==> config.mk <==
export PLATFORM = sky130hd
export DESIGN_NAME = unknown_word_signature
export DESIGN_NICKNAME = d
export VERILOG_FILES = /design/src/rtl/core/uws_pkg.sv /design/src/rtl/core/uws_suffix.sv /design/src/rtl/core/uws_accum.sv /design/src/rtl/core/unknown_word_signature.sv
export SDC_FILE = /design/constraint.sdc
export NUM_CORES = 1
export LEC_CHECK = 0
export BUFFER_PORTS_ARGS = -buffer_cell sky130_fd_sc_hd__buf_2
export CORE_MARGIN = 5
export CORE_UTILIZATION = 58
export DETAILED_ROUTE_END_ITERATION = 12
export PLACE_DENSITY = 0.88
export SLEW_MARGIN = 20
export SYNTH_ARGS = -nofsm -noshare
export SYNTH_HDL_FRONTEND = slang
export SYNTH_HIERARCHICAL = 1
export SYNTH_SLANG_ARGS = --single-unit
export TNS_END_PERCENT = 100
==> constraint.sdc <==
create_clock -name clk -period 5 [get_ports clk]
set_clock_uncertainty 0.1 [all_clocks]
set_input_delay 0.5 -clock clk [delete_from_list [all_inputs] [get_ports clk]]
set_output_delay 0.5 -clock clk [all_outputs]
set_load 0.01 [all_outputs]
==> src/rtl/core/uws_pkg.sv <==
// Package for the unknown-word signature block: character codes, class codes,
// signature and word-state structures, and small character helpers.
// Has no dependencies; every other file uses it by scoped names.
package uws_pkg;

    localparam logic [7:0] CH_UPPER_A = 8'h41;
    localparam logic [7:0] CH_UPPER_Z = 8'h5A;
    localparam logic [7:0] CH_LOWER_A = 8'h61;
    localparam logic [7:0] CH_LOWER_Z = 8'h7A;
    localparam logic [7:0] CH_DIGIT_0 = 8'h30;
    localparam logic [7:0] CH_DIGIT_9 = 8'h39;
    localparam logic [7:0] CH_DASH    = 8'h2D;
    localparam logic [7:0] CH_CASE_OFFSET = 8'h20;

    localparam logic [7:0] CH_A = 8'h61;
    localparam logic [7:0] CH_D = 8'h64;
    localparam logic [7:0] CH_E = 8'h65;
    localparam logic [7:0] CH_G = 8'h67;
    localparam logic [7:0] CH_I = 8'h69;
    localparam logic [7:0] CH_L = 8'h6C;
    localparam logic [7:0] CH_N = 8'h6E;
    localparam logic [7:0] CH_O = 8'h6F;
    localparam logic [7:0] CH_R = 8'h72;
    localparam logic [7:0] CH_S = 8'h73;
    localparam logic [7:0] CH_T = 8'h74;
    localparam logic [7:0] CH_U = 8'h75;
    localparam logic [7:0] CH_Y = 8'h79;

    localparam logic [2:0] LEN_MAX = 3'd7;
    localparam logic [1:0] CAPS_MAX = 2'd3;

    typedef enum logic [2:0] {
        CAP_NONE,
        CAP_INITC,
        CAP_INITC_KNOWNLC,
        CAP_CAPS,
        CAP_LC
    } cap_class_t;

    typedef enum logic [3:0] {
        SUF_NONE,
        SUF_S,
        SUF_ED,
        SUF_ING,
        SUF_ION,
        SUF_ER,
        SUF_EST,
        SUF_LY,
        SUF_ITY,
        SUF_Y,
        SUF_AL
    } suffix_class_t;

    // Word facts that gate the suffix rules.
    typedef struct packed {
        logic len_ge3;
        logic len_ge5;
        logic dash;
        logic digit;
        logic any_cap;
    } word_facts_t;

    typedef struct packed {
        cap_class_t    cap;
        logic          number;
        logic          hyphen;
        suffix_class_t suffix;
    } signature_t;

    function automatic logic is_upper(input logic [7:0] c);
        return (c >= CH_UPPER_A) && (c <= CH_UPPER_Z);
    endfunction

    function automatic logic is_lower(input logic [7:0] c);
        return (c >= CH_LOWER_A) && (c <= CH_LOWER_Z);
    endfunction

    function automatic logic [7:0] fold(input logic [7:0] c);
        return is_upper(c) ? c + CH_CASE_OFFSET : c;
    endfunction

endpackage

==> src/rtl/core/uws_suffix.sv <==
// Suffix classifier for the unknown-word signature block.
// Looks at the last three lower-cased characters and the word facts; uses uws_pkg.
module uws_suffix
(
    input  logic [2:0][7:0]      tail,
    input  uws_pkg::word_facts_t facts,
    output uws_pkg::suffix_class_t suffix
);

    logic ends_ed, ends_ing, ends_ion, ends_er, ends_est;
    logic ends_ly, ends_ity, ends_y, ends_al;
    logic long_ok;

    assign ends_ed  = (tail[1] == uws_pkg::CH_E) && (tail[0] == uws_pkg::CH_D);
    assign ends_ing = (tail[2] == uws_pkg::CH_I) && (tail[1] == uws_pkg::CH_N)
                   && (tail[0] == uws_pkg::CH_G);
    assign ends_ion = (tail[2] == uws_pkg::CH_I) && (tail[1] == uws_pkg::CH_O)
                   && (tail[0] == uws_pkg::CH_N);
    assign ends_er  = (tail[1] == uws_pkg::CH_E) && (tail[0] == uws_pkg::CH_R);
    assign ends_est = (tail[2] == uws_pkg::CH_E) && (tail[1] == uws_pkg::CH_S)
                   && (tail[0] == uws_pkg::CH_T);
    assign ends_ly  = (tail[1] == uws_pkg::CH_L) && (tail[0] == uws_pkg::CH_Y);
    assign ends_ity = (tail[2] == uws_pkg::CH_I) && (tail[1] == uws_pkg::CH_T)
                   && (tail[0] == uws_pkg::CH_Y);
    assign ends_y   = (tail[0] == uws_pkg::CH_Y);
    assign ends_al  = (tail[1] == uws_pkg::CH_A) && (tail[0] == uws_pkg::CH_L);

    assign long_ok = facts.len_ge5 && !facts.dash && !(facts.digit && facts.any_cap);

    always_comb
    begin
        suffix = uws_pkg::SUF_NONE;
        // A word ending in 's' never tries the longer suffixes.
        if (facts.len_ge3 && (tail[0] == uws_pkg::CH_S))
        begin
            if ((tail[1] != uws_pkg::CH_S) && (tail[1] != uws_pkg::CH_I)
                && (tail[1] != uws_pkg::CH_U))
            begin
                suffix = uws_pkg::SUF_S;
            end
        end
        else if (long_ok)
        begin
            if (ends_ed)       suffix = uws_pkg::SUF_ED;
            else if (ends_ing) suffix = uws_pkg::SUF_ING;
            else if (ends_ion) suffix = uws_pkg::SUF_ION;
            else if (ends_er)  suffix = uws_pkg::SUF_ER;
            else if (ends_est) suffix = uws_pkg::SUF_EST;
            else if (ends_ly)  suffix = uws_pkg::SUF_LY;
            else if (ends_ity) suffix = uws_pkg::SUF_ITY;
            else if (ends_y)   suffix = uws_pkg::SUF_Y;
            else if (ends_al)  suffix = uws_pkg::SUF_AL;
        end
    end

endmodule

==> src/rtl/core/uws_accum.sv <==
// Per-word accumulator: running counts, flags and the lower-cased tail.
// Produces the signature of the word as it stands after the current character.
// Uses uws_pkg and instantiates uws_suffix.
module uws_accum
(
    input  logic                  clk,
    input  logic                  rst_n,
    input  logic                  advance,
    input  logic [7:0]            char_code,
    input  logic                  is_last,
    input  logic                  sentence_start,
    input  logic                  lowercase_known,
    output uws_pkg::signature_t   signature
);

    logic [2:0]      length_reg, length_next;
    logic [1:0]      capital_reg, capital_next;
    logic            first_cap_reg, first_cap_next;
    logic            lower_reg, lower_next;
    logic            digit_reg, digit_next;
    logic            dash_reg, dash_next;
    logic [2:0][7:0] tail_reg, tail_next;

    logic                   upper_char;
    uws_pkg::word_facts_t   facts;
    uws_pkg::suffix_class_t suffix;
    uws_pkg::cap_class_t    cap;

    assign upper_char = uws_pkg::is_upper(char_code);

    always_comb
    begin
        first_cap_next = first_cap_reg || (upper_char && (length_reg == 3'd0));
        capital_next   = (upper_char && (capital_reg != uws_pkg::CAPS_MAX))
                       ? capital_reg + 2'd1 : capital_reg;
        lower_next     = lower_reg || uws_pkg::is_lower(char_code);
        digit_next     = digit_reg || ((char_code >= uws_pkg::CH_DIGIT_0)
                                    && (char_code <= uws_pkg::CH_DIGIT_9));
        dash_next      = dash_reg || (char_code == uws_pkg::CH_DASH);
        length_next    = (length_reg != uws_pkg::LEN_MAX) ? length_reg + 3'd1 : length_reg;
        tail_next[0]   = uws_pkg::fold(char_code);
        tail_next[1]   = tail_reg[0];
        tail_next[2]   = tail_reg[1];
    end

    always_comb
    begin
        if (first_cap_next)
        begin
            if (sentence_start && (capital_next == 2'd1))
                cap = lowercase_known ? uws_pkg::CAP_INITC_KNOWNLC : uws_pkg::CAP_INITC;
            else
                cap = uws_pkg::CAP_CAPS;
        end
        else
        begin
            cap = lower_next ? uws_pkg::CAP_LC : uws_pkg::CAP_NONE;
        end
    end

    assign facts.len_ge3 = (length_next >= 3'd3);
    assign facts.len_ge5 = (length_next >= 3'd5);
    assign facts.dash    = dash_next;
    assign facts.digit   = digit_next;
    assign facts.any_cap = (capital_next != 2'd0);

    uws_suffix u_suffix
    (
        .tail   (tail_next),
        .facts  (facts),
        .suffix (suffix)
    );

    assign signature.cap    = cap;
    assign signature.number = digit_next;
    assign signature.hyphen = dash_next;
    assign signature.suffix = suffix;

    // The last character of a word clears everything for the next word.
    always_ff @(posedge clk or negedge rst_n)
    begin
        if (!rst_n)
        begin
            length_reg    <= '0;
            capital_reg   <= '0;
            first_cap_reg <= 1'b0;
            lower_reg     <= 1'b0;
            digit_reg     <= 1'b0;
            dash_reg      <= 1'b0;
            tail_reg      <= '0;
        end
        else if (advance)
        begin
            if (is_last)
            begin
                length_reg    <= '0;
                capital_reg   <= '0;
                first_cap_reg <= 1'b0;
                lower_reg     <= 1'b0;
                digit_reg     <= 1'b0;
                dash_reg      <= 1'b0;
                tail_reg      <= '0;
            end
            else
            begin
                length_reg    <= length_next;
                capital_reg   <= capital_next;
                first_cap_reg <= first_cap_next;
                lower_reg     <= lower_next;
                digit_reg     <= digit_next;
                dash_reg      <= dash_next;
                tail_reg      <= tail_next;
            end
        end
    end

endmodule

==> src/rtl/core/unknown_word_signature.sv <==
// Unknown-word signature: takes one character per transaction, and on the
// character marked last delivers one signature transaction (capitalization
// class, digit flag, dash flag, suffix class). It accepts one character every
// cycle; a character goes through an input register and the accumulator, and
// a word's signature is held in the result register for the output. Only
// characters that end a word need room in the result register, so a stalled
// output holds back the input only when a word's last character is waiting.
// Uses uws_pkg; instantiates uws_accum.
module unknown_word_signature
(
    input  logic       clk,
    input  logic       rst_n,
    input  logic       in_valid,
    output logic       in_stall,
    input  logic [7:0] char_code,
    input  logic       is_last,
    input  logic       sentence_start,
    input  logic       lowercase_known,
    output logic       out_valid,
    input  logic       out_stall,
    output logic [2:0] cap_class,
    output logic       has_number,
    output logic       has_hyphen,
    output logic [3:0] suffix_class
);

    logic       in_valid_reg;
    logic [7:0] char_reg;
    logic       last_reg;
    logic       start_reg;
    logic       known_reg;

    logic                 out_valid_reg;
    uws_pkg::signature_t  sig_reg;
    uws_pkg::signature_t  signature;

    logic out_room;
    logic advance;
    logic emit;
    logic in_take;

    assign out_room = !out_valid_reg || !out_stall;
    assign advance  = in_valid_reg && (!last_reg || out_room);
    assign emit     = advance && last_reg;
    assign in_stall = in_valid_reg && !advance;
    assign in_take  = in_valid && !in_stall;

    always_ff @(posedge clk or negedge rst_n)
    begin
        if (!rst_n)
            in_valid_reg <= 1'b0;
        else if (in_take)
            in_valid_reg <= 1'b1;
        else if (advance)
            in_valid_reg <= 1'b0;
    end

    always_ff @(posedge clk)
    begin
        if (in_take)
        begin
            char_reg  <= char_code;
            last_reg  <= is_last;
            start_reg <= sentence_start;
            known_reg <= lowercase_known;
        end
    end

    uws_accum u_accum
    (
        .clk             (clk),
        .rst_n           (rst_n),
        .advance         (advance),
        .char_code       (char_reg),
        .is_last         (last_reg),
        .sentence_start  (start_reg),
        .lowercase_known (known_reg),
        .signature       (signature)
    );

    always_ff @(posedge clk or negedge rst_n)
    begin
        if (!rst_n)
            out_valid_reg <= 1'b0;
        else if (emit)
            out_valid_reg <= 1'b1;
        else if (!out_stall)
            out_valid_reg <= 1'b0;
    end

    always_ff @(posedge clk)
    begin
        if (emit)
            sig_reg <= signature;
    end

    assign out_valid    = out_valid_reg;
    assign cap_class    = sig_reg.cap;
    assign has_number   = sig_reg.number;
    assign has_hyphen   = sig_reg.hyphen;
    assign suffix_class = sig_reg.suffix;

    // A new signature appears only after a word's last character was processed.
    a_emit_source: assert property (@(posedge clk) disable iff (!rst_n)
        $rose(out_valid) |-> $past(emit))
        else $error("signature raised without a last character");

    // A waiting last character never overwrites an undelivered signature.
    a_no_overwrite: assert property (@(posedge clk) disable iff (!rst_n)
        (out_valid_reg && out_stall) |-> !emit)
        else $error("signature overwritten while stalled");

    a_cap_range: assert property (@(posedge clk) disable iff (!rst_n)
        out_valid |-> (cap_class <= 3'(uws_pkg::CAP_LC)))
        else $error("capitalization class out of range");

    a_suffix_range: assert property (@(posedge clk) disable iff (!rst_n)
        out_valid |-> (suffix_class <= 4'(uws_pkg::SUF_AL)))
        else $error("suffix class out of range");

endmodule
==> results of run 1 <==
## metrics by stage
stage / power [µW] / instance area, µm² / hold slack [ns]
floorplan: 617 / 2660 / 0.104
global placement: 662 / 2790 / 0.359
detailed placement: 671 / 2790 / 0.380
CTS: 902 / 2890 / 0.109
global route: 948 / 2890 / 0.135
finish: 902 / 2890 / 0.0882
## kinds of logic (layout without fill, tap and decap cells)
kind of cell | Yosys count | after routing
adders and majority gates | 7 | 7
AOI/OAI and AO/OA | 66 | 66
buffers and inverters | 31 | 53
DFF | 47 | 47
xor gates and xnor gates | 1 | 1
and+or+nand+nor | 103 | 103
## worst max-delay path: stages (launching register included)
cell       delay (ns)
edfxtp_1         0.59
inv_1            0.15
ha_1             0.15
nand4bb_1        0.11
o22ai_2          0.52
nand2_1          0.14
xnor2_1          0.27
nand3b_4         0.14
nor4_1           0.44
o21ai_0          0.23
nand2b_1         0.15
a31oi_1          0.05
## metal layers
| metal | share of wire | vias to the layer above | wire length, µm | GRT usage |
|---|---|---|---|---|
| li1 | - | 992 | - | - |
| met1 | 0.45 | 987 | 2530 | 0.273 |
| met2 | 0.46 | 92 | 2610 | 0.295 |
| met3 | 0.078 | 6 | 442 | 0.0532 |
| met4 | 0.0099 | 0 | 56 | 0.0533 |
| met5 | 0 | - | 0 | 0 |
## cell usage in the layout, fill, tap and decap left out, types with 4 or more instances in the layout
master | synthesis | layout
a21oi_1 | 13 | 13
nand2b_1 | 7 | 7
clkbuf_8 | 0 | 5
nand4bb_1 | 7 | 7
o31ai_1 | 6 | 6
edfxtp_1 | 20 | 20
nor2_1 | 11 | 11
nor4_1 | 9 | 9
ha_1 | 7 | 7
o21ai_0 | 8 | 8
inv_1 | 18 | 18
a31oi_1 | 9 | 8
nor2b_1 | 6 | 6
nand2_1 | 27 | 27
buf_2 | 1 | 25
nand3b_1 | 4 | 4
nand3_1 | 9 | 9
dfrtp_1 | 27 | 27
## cell type report
cell class / instances / area, µm²
sequential: 47 / 1280
clock buffer: 5 / 68.8
inverter: 19 / 71.3
fill: 327 / 1530
multi-input combinational: 177 / 1250
tap: 52 / 65.1
clock inverter: 3 / 23.8
timing repair buffer: 26 / 133
## final timing paths
| check | startpoint | end | slack, ns | cells past startpoint |
|---|---|---|---|---|
| hold reg to reg | u_accum/tail_next[17] | u_accum/tail_next[17] | 0.40 | 2 |
| setup reg to reg | char_reg[5] | suffix_class[2] | 1.71 | 11 |
| min in group clk | is_last | last_reg | 0.26 | 1 |
| setup / recovery | char_reg[5] | suffix_class[2] | 1.71 | 11 |
| max in group asynchronous | rst_n | u_accum/capital_reg[1] | 4.31 | 1 |
| hold / removal | rst_n | u_accum/tail_next[8] | 0.09 | 1 |
## where the power goes
group,switching [µW],internal (µW)
Combinational,99.7,73.6
Clock,136,100
Sequential,52.2,441
==> flow_summary.yaml, run 1 <==
outcome:
  status: "finished clean"
final_layout:
  drive_gt1_frac: 0.188
  nets: 298
  area_growth_pct: 8.56
  antennaDiodeCount: 0
  largest_reg_flops: 16
  utilization: 0.654
  final_cells: 329
synth:
  synth-simple-area-share: 0.245
  ys_types: 62
  synth-xor-area-share: 0.00329
  muxShareOfSynthArea: 0
  synth_top_area_frac: 0.254
  synth_common_cells: "dfrtp_1 (27), nand2_1 (27), edfxtp_1 (20), inv_1 (18), a21oi_1 (13)"
  async_flop_share: 0.574
  synth_edf_count: 20
  ys_seq_area_frac: 0.480
  avgSynthCellArea_um2: 10.4
  synth_area_leaders: "dfrtp_1 (25%), edfxtp_1 (23%), nand2_1 (3.8%)"
  synthFlopType: "dfrtp_1"
  syn_area_um2: 2660
  synth_top_family_by_area: "simple AND/OR/NAND/NOR gates"
  syn_nets: 277
  synth_cells: 255
  yosys.area_share.adder: 0.0329
  ys_ff_latch: 47
  synth-compound-area-share: 0.186
  synth_top_area_cell: "dfrtp_1"
  yosys_warnings: 6
die:
  start_util: 0.602
  core_um2: 4410
  io_pins: 26
  fp-row-count: 24
  die_w_um: 77.7
  die_y_um: 77.7
  dieArea_um2: 6040
place:
  place_inst: 321
  io_buffer_count: 25
  pre_cts_slack_ns: 1.79
  dp_hpwl_mm: 3.98
  place_congestion: 0.836
job:
  max_cap_viol_count: 0
grt:
  grt_pass1_wl_mm: 9.49
  grt_overflow: 0
  grt_pass1_vias: 1996
  track_usage: 0.194
  grt_max_degree: 31
  antenna_found_initial: 0
power_and_ir_drop:
  vdd_drop_max_mv: 0.228
  power.density_nw_per_um2: 312
  p_leak_uw: 0.00114
worst_setup_path:
  worstSetupPathType: "flop to flop"
  cp-start-kind: "flop"
  crit_path_end_kind: "flop"
  cp.required_ns: 4.96
  crit_arrival_ns: 3.25
  cp_max_fo: 13
drt:
  drc: 0
  viasPerCell: 6.31
  final_antenna_net_count: 0
  firstDrtPassIters: 5
  num_vias: 2077
  wirelength_mm: 5.63
  routedWlPerCell_um: 17.1
  initialDrtViolationCount: 229
cts:
  cts_buffers: 5
  post_cts_resized: 0
  cts_root_buffer: "clkbuf_8"
  cts_tree: "built"
  cts.sinks: 47
  post-cts-setup-buffers: 0
  cts.clk_slew.worst_paths_ns: 0.09
  ctsHoldBuffers: 0
  insertion_delay_ns: 0.31
  cts_buffer_depth: 2
  htreeDepth: 2
sta:
  slew_headroom: 0.374
  tns_ns: 0
  maxSlewViolCount: 0
  final.period_utilization: 0.658
  hold_violations: 0
  rsz0062_at_grt: "false"
  layout_min_cycle_time_ns: 3.29
  finalSetupViolations: 0
  setup_ws_ns: 1.71
  max_freq_mhz: 304
  worst_pin_slew_ns: 0.939
worst_hold_path:
  hold_class: "primary input to asynchronous set/reset pin"
Power figures use the tool's default switching activity.
==> run 2, diff against run 1 <==
--- a/config.mk
+++ b/config.mk
@@ -5,6 +5,7 @@
 export SDC_FILE = /design/constraint.sdc
 export NUM_CORES = 1
 export LEC_CHECK = 0
+export ABC_AREA = 1
 export BUFFER_PORTS_ARGS = -buffer_cell sky130_fd_sc_hd__buf_2
 export CORE_MARGIN = 5
 export CORE_UTILIZATION = 58
==> constraint.sdc (replaced) <==
create_clock -name clk -period 3.4 [get_ports clk]
set_clock_uncertainty 0.1 [all_clocks]
set_input_delay 0.34 -clock clk [delete_from_list [all_inputs] [get_ports clk]]
set_output_delay 0.34 -clock clk [all_outputs]
set_load 0.01 [all_outputs]
==> flow_summary.yaml, run 2 <==
worst_setup_path:
  rrSetupSlack_ns: 0.79
  crit_path_end_kind: "flop"
  r2r_cells: 16
  startpoint: "char_reg[5]"
  worstSetupPathType: "flop to flop"
  crit_arrival_ns: 2.57
  path_cells: "inv_2 > ha_1 > nand2_1 > nor2_4 > nand2_2 > nand2_4 > nand2_4 > xor2_1 > inv_1 > inv_1 > nor2_1 > nand2_1 > nor2_2 > nand3_1 > nand3_1 > nor3_2"
  slowest_stage: "edfxtp_1"
  cp_max_fo: 7
  cp-start-kind: "flop"
  endpoint: "suffix_class[3]"
  cp_slowest_stage_delay_ns: 0.52
  r2r_end: "suffix_class[3]"
  worstReg2RegStart: "char_reg[5]"
  cp.required_ns: 3.36
die:
  fp-row-count: 24
  io_pins: 26
  dieArea_um2: 6110
  die_w_um: 78.1
  start_util: 0.610
  core_um2: 4410
  die_y_um: 78.1
place:
  dp_hpwl_mm: 4.21
  placed_area_um2: 2850
  place_congestion: 0.977
  io_buffer_count: 25
final_layout:
  area_growth_pct: 9.39
  multi_input_area_um2: 1130
  mostFrequentLayoutCells: "nand2_1 (72), inv_1 (52), nor2_1 (39), dfrtp_1 (27), buf_2 (25)"
  antennaDiodeCount: 0
  fin_area_um2: 2950
  nets: 384
  utilization: 0.667
  final_common_cell: "nand2_1"
  seqCellArea_um2: 1280
  drive_gt1_frac: 0.204
  largest_reg_flops: 16
  final.fill_count: 360
synth:
  synth_area_leaders: "dfrtp_1 (25%), edfxtp_1 (22%), nand2_1 (10%)"
  syn_nets: 358
  ys_ff_latch: 47
  yosys_warnings: 6
  async_flop_share: 0.574
  avgSynthCellArea_um2: 8.01
  syn_area_um2: 2690
  synth_cells: 336
  synth_top_area_frac: 0.251
  synth_common_cells: "nand2_1 (72), inv_1 (52), nor2_1 (39), dfrtp_1 (27), edfxtp_1 (20)"
  synth_edf_count: 20
  yosysMostFrequentCell: "nand2_1"
  ys_seq_area_frac: 0.474
  synthFlopType: "dfrtp_1"
  ys_types: 35
  synth_top_area_cell: "dfrtp_1"
sta:
  max_freq_mhz: 382
  slew_headroom: 0.408
  tns_ns: 0
  maxSlewViolCount: 0
  final.period_utilization: 0.769
  hold_violations: 0
  layout_min_cycle_time_ns: 2.61
  finalSetupViolations: 0
  worst_pin_slew_ns: 0.888
  rsz0062_at_grt: "false"
power_and_ir_drop:
  power.density_nw_per_um2: 419
  vdd_drop_max_mv: 0.254
  p_leak_uw: 0.00139
drt:
  firstDrtPassIters: 4
  drc: 0
  initialDrtViolationCount: 144
  num_vias: 2249
  viasPerCell: 5.42
  wirelength_mm: 5.55
  routedWlPerCell_um: 13.4
  final_antenna_net_count: 0
cts:
  post_cts_resized: 0
  htreeDepth: 2
  ctsHoldBuffers: 1
  cts_root_buffer: "clkbuf_8"
  cts_buffer_depth: 2
  cts.sinks: 47
  cts.clk_slew.worst_paths_ns: 0.09
  cts_tree: "built"
  post-cts-setup-buffers: 0
  insertion_delay_ns: 0.30
  cts_buffers: 5
outcome:
  status: "finished clean"
grt:
  grt_pass1_vias: 2287
  grt_pass1_wl_mm: 9.69
  track_usage: 0.196
  antenna_found_initial: 0
  grt_max_degree: 28
  grt_overflow: 0
job:
  max_cap_viol_count: 0
worst_hold_path:
  hold_class: "primary input to flop"
  min_from: "is_last"
==> run 2: changes by cell type in the layout (fill, tap and decap cells not counted), moves of 8 or more <==
cell     delta
inv_1      +34
nor2_2     +13
o22ai_1     +8
nor2_1     +28
nand2_1    +45
nand3_1     +8
inv_2      +11
nor4_1      -9
==> run 2: worst min path at each step <==
| stage | end | slack, ns | depth (start not counted) |
|---|---|---|---|
| after detailed placement | u_accum/tail_next[16] | 0.28 | 1 |
| after floorplan | in_valid_reg | -0.06 | 0 |
| after global placement | u_accum/tail_next[18] | 0.28 | 1 |
| after global routing | char_reg[2] | 0.09 | 1 |
| final | last_reg | 0.11 | 1 |
| after CTS | last_reg | 0.10 | 1 |
==> run 2: report_power, final <==
part           switching (µW)  internal (µW)
Sequential               43.0            641
Clock                     182            143
Combinational             151           74.9
==> run 2: cell families after synthesis <==
logic type,after synthesis,synth area share
simple gates,166,0.292
xor+xnor,2,0.00651
buf+inv,73,0.106
compound gates,41,0.0888
flops,47,0.474
fa+ha+maj,7,0.0325
==> run 2: critical path, delay by kind of cell, from the launching register on <==
kind / cells / cell delay [ns]
XOR/XNOR: 1 / 0.15
adder cells (fa/ha/maj): 1 / 0.15
buffers and inverters: 3 / 0.28
flip-flops: 1 / 0.52
AND/OR/NAND/NOR: 11 / 1.19
==> run 2: area by class of cell <==
cell class | count | share of cell area
sequential | 47 | 0.433
inverter | 66 | 0.0850
timing repair buffer | 26 | 0.0459
clock inverter | 3 | 0.00680
tap | 52 | 0.0221
multi-input combinational | 216 | 0.384
clock buffer | 5 | 0.0234
==> run 2: layer usage <==
metal	global-route usage	vias up	wire (µm)
met3	0.0526	17	370
met4	0.0929	0	155
met1	0.229	1023	2230
li1	-	1118	-
met5	0	-	0
met2	0.334	91	2800
==> run 2: through the flow <==
step	power, µW	instances	hold WS (ns)	worst slack (ns)
CTS	1240	415	0.101	0.810
detailed placement	916	406	0.282	0.821
finish	1230	415	0.108	0.785
global placement	901	406	0.278	0.941
floorplan	848	336	-0.0556	1.07
global route	1310	415	0.0902	0.517
